==> src/rtl/sha1_pkg.sv <==
`timescale 1ns / 1ps

package sha1_pkg;

  localparam int WordW     = 32;
  localparam int NumDigest = 5;
  localparam int BlkWords  = 16;
  localparam int NumRounds = 80;
  localparam int RoundW    = 7;
  localparam int IdxW      = 3;

  localparam logic [31:0] K0 = 32'h5A82_7999;
  localparam logic [31:0] K1 = 32'h6ED9_EBA1;
  localparam logic [31:0] K2 = 32'h8F1B_BCDC;
  localparam logic [31:0] K3 = 32'hCA62_C1D6;

  localparam logic [7:0] PadMark  = 8'h80;
  localparam logic [5:0] LenStart = 6'd56;

  // input op codes
  localparam logic [1:0] OpAbsorb = 2'd0;
  localparam logic [1:0] OpLast   = 2'd1;
  localparam logic [1:0] OpFinish = 2'd2;

  localparam logic [IdxW-1:0] LastIdx = IdxW'(NumDigest - 1);

  typedef logic [NumDigest-1:0][WordW-1:0] digest_t;

  localparam digest_t InitChain = {
    32'hC3D2_E1F0, 32'h1032_5476, 32'h98BA_DCFE, 32'hEFCD_AB89, 32'h6745_2301
  };

  // block buffer / message schedule control
  typedef struct packed {
    logic       wr_byte;
    logic [5:0] byte_pos;
    logic [7:0] byte_val;
    logic       shift;
  } sched_ctl_t;

  // round unit control
  typedef struct packed {
    logic              start;
    logic              step;
    logic [RoundW-1:0] round;
    logic              fold;
    logic              reinit;
  } rnd_ctl_t;

endpackage

==> src/rtl/sha1_sched.sv <==
`timescale 1ns / 1ps

// Block buffer that doubles as the 16-word message schedule window.
module sha1_sched (
  input  logic                 clk,
  input  sha1_pkg::sched_ctl_t ctl,
  output logic [31:0]          w_o
);
  import sha1_pkg::*;

  logic [WordW-1:0] w_r [BlkWords];
  logic [WordW-1:0] w_new;
  logic [WordW-1:0] mix;
  logic [4:0]       lane_ofs;

  assign mix      = w_r[13] ^ w_r[8] ^ w_r[2] ^ w_r[0];
  assign w_new    = {mix[WordW-2:0], mix[WordW-1]};
  assign lane_ofs = {~ctl.byte_pos[1:0], 3'b000};  // big-endian byte lane
  assign w_o      = w_r[0];

  always_ff @(posedge clk) begin
    if (ctl.wr_byte) begin
      w_r[ctl.byte_pos[5:2]][lane_ofs +: 8] <= ctl.byte_val;
    end else if (ctl.shift) begin
      for (int i = 0; i < BlkWords - 1; i++) begin
        w_r[i] <= w_r[i+1];
      end
      w_r[BlkWords-1] <= w_new;
    end
  end

endmodule

==> src/rtl/sha1_round.sv <==
`timescale 1ns / 1ps

// One SHA-1 round per step, plus the chaining-value fold.
module sha1_round (
  input  logic               clk,
  input  logic               rst_n,
  input  sha1_pkg::rnd_ctl_t ctl,
  input  logic [31:0]        w_i,
  output sha1_pkg::digest_t  h_o
);
  import sha1_pkg::*;

  digest_t          h_r;
  logic [WordW-1:0] a_r, b_r, c_r, d_r, e_r;
  logic [WordW-1:0] f, k, t;

  always_comb begin
    if (ctl.round < RoundW'(20)) begin
      f = (b_r & c_r) | (~b_r & d_r);
      k = K0;
    end else if (ctl.round < RoundW'(40)) begin
      f = b_r ^ c_r ^ d_r;
      k = K1;
    end else if (ctl.round < RoundW'(60)) begin
      f = (b_r & c_r) | (b_r & d_r) | (c_r & d_r);
      k = K2;
    end else begin
      f = b_r ^ c_r ^ d_r;
      k = K3;
    end
    t = {a_r[26:0], a_r[31:27]} + f + e_r + k + w_i;
  end

  always_ff @(posedge clk) begin
    if (ctl.start) begin
      a_r <= h_r[0];
      b_r <= h_r[1];
      c_r <= h_r[2];
      d_r <= h_r[3];
      e_r <= h_r[4];
    end else if (ctl.step) begin
      a_r <= t;
      b_r <= a_r;
      c_r <= {b_r[1:0], b_r[31:2]};
      d_r <= c_r;
      e_r <= d_r;
    end
  end

  always_ff @(posedge clk) begin
    if (!rst_n || ctl.reinit) begin
      h_r <= InitChain;
    end else if (ctl.fold) begin
      h_r[0] <= h_r[0] + a_r;
      h_r[1] <= h_r[1] + b_r;
      h_r[2] <= h_r[2] + c_r;
      h_r[3] <= h_r[3] + d_r;
      h_r[4] <= h_r[4] + e_r;
    end
  end

  assign h_o = h_r;

endmodule

==> src/rtl/sha1_message_digest_core.sv <==
`timescale 1ns / 1ps
// Message byte: taken while idle; a byte that completes a 64-byte block is followed
// by 80 rounds on the shared round unit and then one fold, with the input stalled.
// Finish: padding bytes go in one per cycle, each block they fill hashed the same way,
// then five digest word transfers, one per cycle while out_tready is high.
// Synchronous active-low reset loads the initial chaining values and clears the
// byte position, bit count and control; the block buffer is not cleared.
module sha1_message_digest_core (
  input  logic        clk,
  input  logic        rst_n,
  input  logic        in_tvalid,
  output logic        in_tready,
  input  logic [7:0]  in_tdata,   // [7:0] data_byte
  input  logic [1:0]  in_tuser,   // [1:0] op
  output logic        out_tvalid,
  input  logic        out_tready,
  output logic [31:0] out_tdata,  // [31:0] digest_word
  output logic [2:0]  out_tuser,  // [2:0] word_index
  output logic        out_tlast   // last_word
);
  import sha1_pkg::*;

  typedef enum logic [2:0] {
    S_IDLE,
    S_PAD,
    S_ROUND,
    S_FOLD,
    S_OUT
  } state_t;

  state_t            state_r, state_nxt;
  logic [5:0]        pos_r, pos_nxt;
  logic [63:0]       bitlen_r, bitlen_nxt;
  logic [RoundW-1:0] round_r, round_nxt;
  logic [IdxW-1:0]   idx_r, idx_nxt;
  logic              fin_r, fin_nxt;        // finishing the message
  logic              mark_r, mark_nxt;      // 0x80 already placed
  logic              len_r, len_nxt;        // length bytes in progress

  sched_ctl_t        sctl;
  rnd_ctl_t          rctl;
  logic [WordW-1:0]  w_cur;
  digest_t           h;

  logic              in_xfer, out_xfer, len_sel;
  logic [7:0]        pad_byte;

  assign in_xfer  = in_tvalid && in_tready;
  assign out_xfer = out_tvalid && out_tready;
  assign len_sel  = len_r || (pos_r == LenStart);

  always_comb begin
    if (!mark_r) begin
      pad_byte = PadMark;
    end else if (len_sel) begin
      pad_byte = bitlen_r[{~pos_r[2:0], 3'b000} +: 8];
    end else begin
      pad_byte = 8'h00;
    end
  end

  always_comb begin
    state_nxt  = state_r;
    pos_nxt    = pos_r;
    bitlen_nxt = bitlen_r;
    round_nxt  = round_r;
    idx_nxt    = idx_r;
    fin_nxt    = fin_r;
    mark_nxt   = mark_r;
    len_nxt    = len_r;

    sctl       = '0;
    rctl       = '0;
    rctl.round = round_r;

    case (state_r)
      S_IDLE: begin
        if (in_xfer) begin
          case (in_tuser)
            OpAbsorb, OpLast: begin
              sctl.wr_byte  = 1'b1;
              sctl.byte_pos = pos_r;
              sctl.byte_val = in_tdata;
              pos_nxt       = pos_r + 6'd1;
              bitlen_nxt    = bitlen_r + 64'd8;
              fin_nxt       = (in_tuser == OpLast);
              mark_nxt      = 1'b0;
              len_nxt       = 1'b0;
              if (pos_r == 6'd63) begin
                rctl.start = 1'b1;
                round_nxt  = '0;
                state_nxt  = S_ROUND;
              end else if (in_tuser == OpLast) begin
                state_nxt = S_PAD;
              end
            end
            OpFinish: begin
              fin_nxt   = 1'b1;
              mark_nxt  = 1'b0;
              len_nxt   = 1'b0;
              state_nxt = S_PAD;
            end
            default: ;  // unused op: dropped
          endcase
        end
      end
      S_PAD: begin
        sctl.wr_byte  = 1'b1;
        sctl.byte_pos = pos_r;
        sctl.byte_val = pad_byte;
        pos_nxt       = pos_r + 6'd1;
        mark_nxt      = 1'b1;
        if (mark_r && len_sel) begin
          len_nxt = 1'b1;
        end
        if (pos_r == 6'd63) begin
          rctl.start = 1'b1;
          round_nxt  = '0;
          state_nxt  = S_ROUND;
        end
      end
      S_ROUND: begin
        rctl.step  = 1'b1;
        sctl.shift = 1'b1;
        round_nxt  = round_r + RoundW'(1);
        if (round_r == RoundW'(NumRounds - 1)) begin
          state_nxt = S_FOLD;
        end
      end
      S_FOLD: begin
        rctl.fold = 1'b1;
        if (!fin_r) begin
          state_nxt = S_IDLE;
        end else if (len_r) begin
          idx_nxt   = '0;
          state_nxt = S_OUT;
        end else begin
          state_nxt = S_PAD;
        end
      end
      S_OUT: begin
        if (out_xfer) begin
          idx_nxt = idx_r + IdxW'(1);
          if (idx_r == LastIdx) begin
            rctl.reinit = 1'b1;
            pos_nxt     = '0;
            bitlen_nxt  = '0;
            fin_nxt     = 1'b0;
            state_nxt   = S_IDLE;
          end
        end
      end
      default: state_nxt = S_IDLE;
    endcase
  end

  always_ff @(posedge clk) begin
    if (!rst_n) begin
      state_r  <= S_IDLE;
      pos_r    <= '0;
      bitlen_r <= '0;
      round_r  <= '0;
      idx_r    <= '0;
      fin_r    <= 1'b0;
      mark_r   <= 1'b0;
      len_r    <= 1'b0;
    end else begin
      state_r  <= state_nxt;
      pos_r    <= pos_nxt;
      bitlen_r <= bitlen_nxt;
      round_r  <= round_nxt;
      idx_r    <= idx_nxt;
      fin_r    <= fin_nxt;
      mark_r   <= mark_nxt;
      len_r    <= len_nxt;
    end
  end

  sha1_sched u_sched (
    .clk (clk),
    .ctl (sctl),
    .w_o (w_cur)
  );

  sha1_round u_round (
    .clk   (clk),
    .rst_n (rst_n),
    .ctl   (rctl),
    .w_i   (w_cur),
    .h_o   (h)
  );

  assign in_tready  = (state_r == S_IDLE);
  assign out_tvalid = (state_r == S_OUT);
  assign out_tdata  = h[idx_r];
  assign out_tuser  = idx_r;
  assign out_tlast  = (idx_r == LastIdx);

  // Assertions
  a_no_overlap: assert property (@(posedge clk) disable iff (!rst_n)
    !(in_tready && out_tvalid))
    else $error("input accepted while digest words pending");

  a_last_idx: assert property (@(posedge clk) disable iff (!rst_n)
    out_tvalid && out_tlast |-> out_tuser == LastIdx)
    else $error("last word flag on wrong index");

  a_ready_after_digest: assert property (@(posedge clk) disable iff (!rst_n)
    out_xfer && out_tlast |=> in_tready && pos_r == '0 && bitlen_r == '0)
    else $error("chain not reinitialized after digest");

  a_plain_byte: assert property (@(posedge clk) disable iff (!rst_n)
    in_xfer && in_tuser == OpAbsorb && pos_r != 6'd63 |=> in_tready)
    else $error("mid-block byte stalled the input");

endmodule
==> config.mk <==
export PLATFORM = sky130hd
export DESIGN_NAME = sha1_message_digest_core
export DESIGN_NICKNAME = d
export VERILOG_FILES = /design/src/rtl/sha1_pkg.sv /design/src/rtl/sha1_sched.sv /design/src/rtl/sha1_round.sv /design/src/rtl/sha1_message_digest_core.sv
export SDC_FILE = /design/constraint.sdc
export NUM_CORES = 2
export LEC_CHECK = 0
export BUFFER_PORTS_ARGS = -buffer_cell sky130_fd_sc_hd__buf_2
export CORE_AREA = 2 2 300 302
export DETAILED_ROUTE_END_ITERATION = 8
export DIE_AREA = 0 0 302 304
export PLACE_DENSITY = 0.86
export SYNTH_ARGS = -nofsm -noshare
export SYNTH_HDL_FRONTEND = slang
export SYNTH_HIERARCHICAL = 1
export SYNTH_SLANG_ARGS = --single-unit
export TNS_END_PERCENT = 1
==> constraint.sdc <==
create_clock -name clk -period 7.8 [get_ports clk]
set_clock_uncertainty 0.15 [all_clocks]
set_input_delay 1.56 -clock clk [delete_from_list [all_inputs] [get_ports clk]]
set_output_delay 1.56 -clock clk [all_outputs]
set_load 0.005 [all_outputs]
# After elaboration in Yosys (flattened, before gate mapping)
# Memory sizes are Yosys's and may differ from the RTL's.
# Cells that the tools add are included.
dict set report op_classes {
  add_sub_neg 14
  n_lt_le_gt_ge 4
  n_eq_ne 22
  shift 3
  mux 79
  bitwise 15
  n_reduce_logical 25
}
# cell count
set ops {}
lappend ops {{two-way mux 32 bit} 19}
lappend ops {{adder 32 bit} 9}
lappend ops {{two-way mux 64 bit} 4}
lappend ops {{bitwise XOR 32 bit} 5}
lappend ops {{AND 32 bit} 4}
lappend ops {{one-hot mux 64 bit (2 select lines)} 1}
lappend ops {{binary-select mux 32 bit (select 3 bit)} 1}
lappend ops {{OR 32 bit} 3}
lappend ops {{adder 64 x 4 -> 64 bit, second input constant} 1}
lappend ops {{indexed part select 64 x 7 -> 8 bit} 1}
lappend ops {{two-way mux 3 bit} 12}
lappend ops {{NOT 32 bit} 1}
lappend ops {{OR reduction 32 bit} 1}
lappend ops {{variable shift 8 x 7 -> 32 bit, first input constant} 1}
lappend ops {{indexed part select 8 x 7 -> 32 bit} 1}
lappend ops {{two-way mux 31 bit} 1}
lappend ops {{two-way mux 15 bit} 2}
lappend ops {{one-hot mux 15 bit (2 select lines)} 1}
lappend ops {{two-way mux 6 bit} 4}
lappend ops {{two-way mux 7 bit} 3}
lappend ops {{one-hot mux 7 bit (3 select lines)} 1}
lappend ops {{two-way mux 1 bit} 18}
lappend ops {{one-hot mux 6 bit (3 select lines)} 1}
lappend ops {{two-way mux 8 bit} 2}
lappend ops {{other kinds (37)} 65}
dict set report word_totals {
  ff_bits 406
  ramBits 512
  inputBits 14
  out_inout_bits 38
  wordCells 181
  n_memories 1
}
# name words word_bits read_ports rd_clocked_by_memory_dff write_ports line_no
set memory_table {}
lappend memory_table {u_sched.w_r 16 32 16 0 16 sha1_sched.sv:11} ;# logic [WordW-1:0] w_r [BlkWords];

# Depth between registers and ports, before layout
dict set report depth {
  word_depth 12
  ltp_mapped 23
  mapped_depth_nobuf 22
}

# Cells and area by module
# The synthesis kept the hierarchy.
# module n_inst cells_per_inst area_per_inst_um2 seq_area_each_um2
set by_module_without_submodules {}
lappend by_module_without_submodules {sha1_round 1 2669 24966.4 8007.7}
lappend by_module_without_submodules {sha1_sched 1 1386 21949.8 15374.7}
lappend by_module_without_submodules {sha1_message_digest_core 1 734 5998.3 1661.6}

# Worst setup path before layout
# Ideal clock, no wire load.
dict set report synth_timing {
  kind {input to register}
  start {input in_tuser[1]}
  end {register u_round.a_r[0], enable pin}
  setup_ps 453
  arrival_time_ps 5068
  required_time_ps 7197
  slack_ps 2129
  cell_stages 9
  path_buffers 3
  path_cell_list {inv_1 ha_1 o21a_1 nand2_1 a21oi_1 clkbuf_1 clkbuf_1 clkbuf_1 or2_2}
}
# item line_no
set synth_rtl {}
lappend synth_rtl {{start: declaration} sha1_message_digest_core.sv:14} ;# input logic [1:0] in_tuser,
lappend synth_rtl {{end signal: assignment} sha1_round.sv:36} ;# a_r <= h_r[0];
lappend synth_rtl {{end signal: assignment} sha1_round.sv:42} ;# a_r <= t;
lappend synth_rtl {{end: declaration} sha1_round.sv:14} ;# logic [WordW-1:0] a_r, b_r, c_r, d_r, e_r;

# Final worst setup path
dict set report layout_timing {
  start {register round_r[3]}
  end {register u_round.a_r[31] (data pin)}
}
dict set report layout_via {
  elab_chain_len 10
  elab_cells_between_ends 15
  classes_between {add/sub (4); order compare (3); mux (8)}
}
# item line_no
set layout_rtl {}
lappend layout_rtl {{start: declaration} sha1_message_digest_core.sv:34} ;# logic [RoundW-1:0] round_r, round_nxt;
lappend layout_rtl {{start signal: assignment} sha1_message_digest_core.sv:171} ;# round_r <= round_nxt;
lappend layout_rtl {{less-than comparator 7 x 6 -> 1 bit} sha1_round.sv:24} ;# end else if (ctl.round < RoundW'(60)) begin
lappend layout_rtl {{two-way mux 32 bit} sha1_round.sv:24}
lappend layout_rtl {{two-way mux 32 bit} sha1_round.sv:21} ;# end else if (ctl.round < RoundW'(40)) begin
lappend layout_rtl {{two-way mux 32 bit} sha1_round.sv:18} ;# if (ctl.round < RoundW'(20)) begin
lappend layout_rtl {{adder 32 bit (2 in a row)} sha1_round.sv:31} ;# t = {a_r[26:0], a_r[31:27]} + f + e_r + k + w_i;
lappend layout_rtl {{adder 32 bit * (2 in a row)} sha1_round.sv:31}
lappend layout_rtl {{two-way mux 32 bit *} sha1_round.sv:41} ;# end else if (ctl.step) begin
lappend layout_rtl {{two-way mux 32 bit *} sha1_round.sv:35} ;# if (ctl.start) begin
# Every way passes the cells marked *; elsewhere a longest branch is shown, timed or not. The select of a mux whose other input is x is not followed.
# A chain may end at the register's enable or synchronous reset.

==> metrics.cfg <==
[run_status]
status=completed

[timing]
slew_headroom_pct=11.39
final.period_utilization_pct=83.30
fin_setup_tns_ns=0
maxSlewViolCount=0
fin_crit_ns=6.498
fmax_mhz=153.9
worstMarginPinSlew_ns=1.315
hold_viol_final=0
setup_viol=0
setup_ws_ns=1.302
rsz0062_at_grt=no

[yosys]
synth_nets=5136
ys_async_sr_fraction_pct=0
synth_edf_count=672
synth_ff_type=edfxtp_1
synth_warnings=6
synth-seq-cells=915
yosysTopAreaCell=edfxtp_1
synth_top_area_share_pct=38.14
syn_area_um2=52910
synth_cell_types=100
synthCells=4789
synth_area_leaders=edfxtp_1 38%, dfxtp_1 9.2%, a21o_1 6.6%, ha_1 4.9%, fa_1 4.7%
yosysSeqAreaShare_pct=47.33
syn_avg_cell_area_um2=11.05

[detailed_routing]
viasPerCell=6.509
routedWlPerCell_um=23.62
finalWirelength_mm=142.2
first_pass_iters=9
drt_iter0_markers=4271
via_count=39196
drc_errors=0
drt.antenna.violating_nets=0

[critical_path]
crit_type=reg2reg
crit_chain=a41oi_1 > nand2_1 > inv_2 > nor2_2 > buf_4 > a221oi_1 > fa_1 > fa_1 > inv_1 > ha_1 > inv_1 > fa_1 > nor2b_1 > nor3_1 > o31a_1 > o211ai_2 > a21oi_1 > o21ai_1 > o21ai_1 > a32oi_1 > xnor2_1 > mux2_2
critPathCaptureType=register
rrSetupSlack_ns=1.30
rr_startpoint=round_r[3]
critPathRequiredTime_ns=8.08
rr_endpoint=u_round/a_r[31]
worstSetupStartpoint=round_r[3]
critPathMaxStageDelay_ns=0.67
cp_slowest_cell=a41oi_1
cp_common_cell=fa_1
arrival_ns=6.78
cp_max_fo=21
cp-endpoint=u_round/a_r[31]
start_kind=register
reg2reg_depth=22

[cts]
clock_path_buffers=3
clkLatencyLatePin_ns=0.72
cts-root-buf=clkbuf_16
cts_buffers=96
cts_sinks=915
cts_tree=done
htreeDepth=3
postCtsResizedCells=0
hold_buffers=0
postCtsSetupBuffers=0
clk_pin_slew_ns=0.07

[placed_design]
portBuffers=51
gp_congestion=0.9708
dp_slack_ns=1.407
dp_hpwl_mm=98.40

[finish]
multiInputGateArea_um2=25660
regArea_um2=25050
areaGrowthSynthToFinish_pct=8.456
layout-drive-gt1-share_pct=12.62
nets=5108
fill_cells=6438

[power]
power.total_mw=15.37
ir_drop_mv=0.2441
powerDensity_nw_per_um2=267.8
total_leakage_power_nw=24.78

[global_routing]
grt_pass1_vias=37920
grt.overflow.total=0
grt_max_degree=214
grt_usage_pct=30.51
antenna_found_initial=3
grt_pass1_wl_mm=218.0

[die]
die_w_um=302
die_area_um2=91810
io_pins=52
core-area_um2=89050
start_util_pct=59.42
fp-row-count=110
fp.dieH_um=304

[worst_hold_path]
holdPathStages=2
min_path_type=reg2reg

[flow_run]
drv_cap=0

[registers in the layout, indices dropped and copies added, names as in the netlist, 7 cells and up]
| name | cells |
|---|---|
| bitlen_r | 61 |
| u_round/a_r | 32 |
| round_r | 7 |
| u_round/d_r | 32 |
| u_round/c_r | 32 |
| u_round/b_r | 32 |
| u_round/e_r | 32 |
| u_sched/w_r | 512 |
| u_round/h_o | 160 |
[placed cells by master, fill, tap and decap left out, types with 37 or more instances in the layout]
cell type / instances
or3_1: 45
xnor2_1: 159
nand3_1: 93
nor3_1: 45
buf_4: 75
clkbuf_16: 98
mux4_2: 45
edfxtp_1: 672
ha_1: 208
a21o_1: 465
a21o_2: 117
buf_2: 52
o21ai_0: 250
nand4_1: 37
mux2_2: 121
nand2_1: 311
nor2_1: 276
inv_1: 273
fa_1: 125
xor2_1: 104
o21ai_1: 96
dfxtp_1: 240
a21oi_1: 251
mux2i_1: 76
[kinds of logic after synthesis]
kind of cell,Yosys count,share of synthesized area [%]
mux,243,5.949
simple gates,1035,9.825
flops,915,47.33
buf+inv,539,4.315
xor+xnor,263,4.353
compound gates,1461,18.58
fa+ha+maj,333,9.647
[metal layers]
layer	vias up	part of all wire, %	GRT usage, %
li1	17468	-	-
met3	499	9.3	5.490
met1	19078	38	39.12
met5	-	0	0
met2	2151	47	49.22
met4	0	6.0	16.49
[cells in the mapped netlist (45+ instances only)]
| master | n |
|---|---|
| edfxtp_1 | 672 |
| a21o_1 | 465 |
| nand2_1 | 311 |
| nor2_1 | 277 |
| inv_1 | 273 |
| o21ai_0 | 257 |
| a21oi_1 | 252 |
| dfxtp_1 | 243 |
| ha_1 | 208 |
| xnor2_1 | 159 |
| clkbuf_1 | 127 |
| fa_1 | 125 |
| mux2_2 | 121 |
| a21o_2 | 117 |
| xor2_1 | 104 |
| nand3_1 | 93 |
| o21ai_1 | 90 |
| buf_2 | 77 |
| mux2i_1 | 76 |
| mux4_2 | 45 |
| nor3_1 | 45 |
| or3_1 | 45 |
[layout make-up]
class	instances	area share (%)
Multi-Input combinational cell	3335	44.71
Sequential cell	915	43.65
Clock buffer	126	4.561
Tap cell	1176	2.564
Inverter	283	1.875
Timing Repair Buffer	130	1.539
Clock inverter	54	1.097
Antenna cell	3	0.01308
[critical path, delay by kind of cell, from the launching register on]
family                   cells  cell delay, ns
multiplexers                 1            0.26
AND/OR/NAND/NOR              4            0.49
flip-flops                   1            0.37
buffers and inverters        4            0.77
AO/OA/AOI/OAI                8            2.50
adder cells (fa/ha/maj)      4            1.57
XOR/XNOR                     1            0.09
[how the worst min path moves through the flow]
stage | endpoint | slack (ns) | start
3_5_place_dp | fin_r | 0.32 | fin_r
6_report | fin_r | 0.34 | fin_r
4_1_cts | fin_r | 0.34 | fin_r
5_1_grt | u_sched/w_r[11][7] | 0.36 | u_sched/w_r[12][7]
2_1_floorplan | bitlen_r[63] | 0.29 | bitlen_r[63]
3_3_place_gp | fin_r | 0.31 | fin_r
[stage by stage]
stage,std cells,hold WS (ns),utilization [%],cell area [um2]
2_1_floorplan,4789,0.2932,-,52910
3_3_place_gp,5838,0.3114,60.79,54130
3_5_place_dp,5838,0.3241,60.79,54130
4_1_cts,6018,0.3355,64.43,57380
5_1_grt,6019,0.3582,64.44,57380
6_report,6022,0.3384,64.45,57390
[report_power, final]
group          leakage (nW)  internal (mW)  total, mW  switching, mW
Sequential             8.22           5.81       6.13          0.315
Combinational          15.0           1.87       4.52           2.64
Clock                  1.57           2.69       4.72           2.04
(Power assumes the default switching activity.)
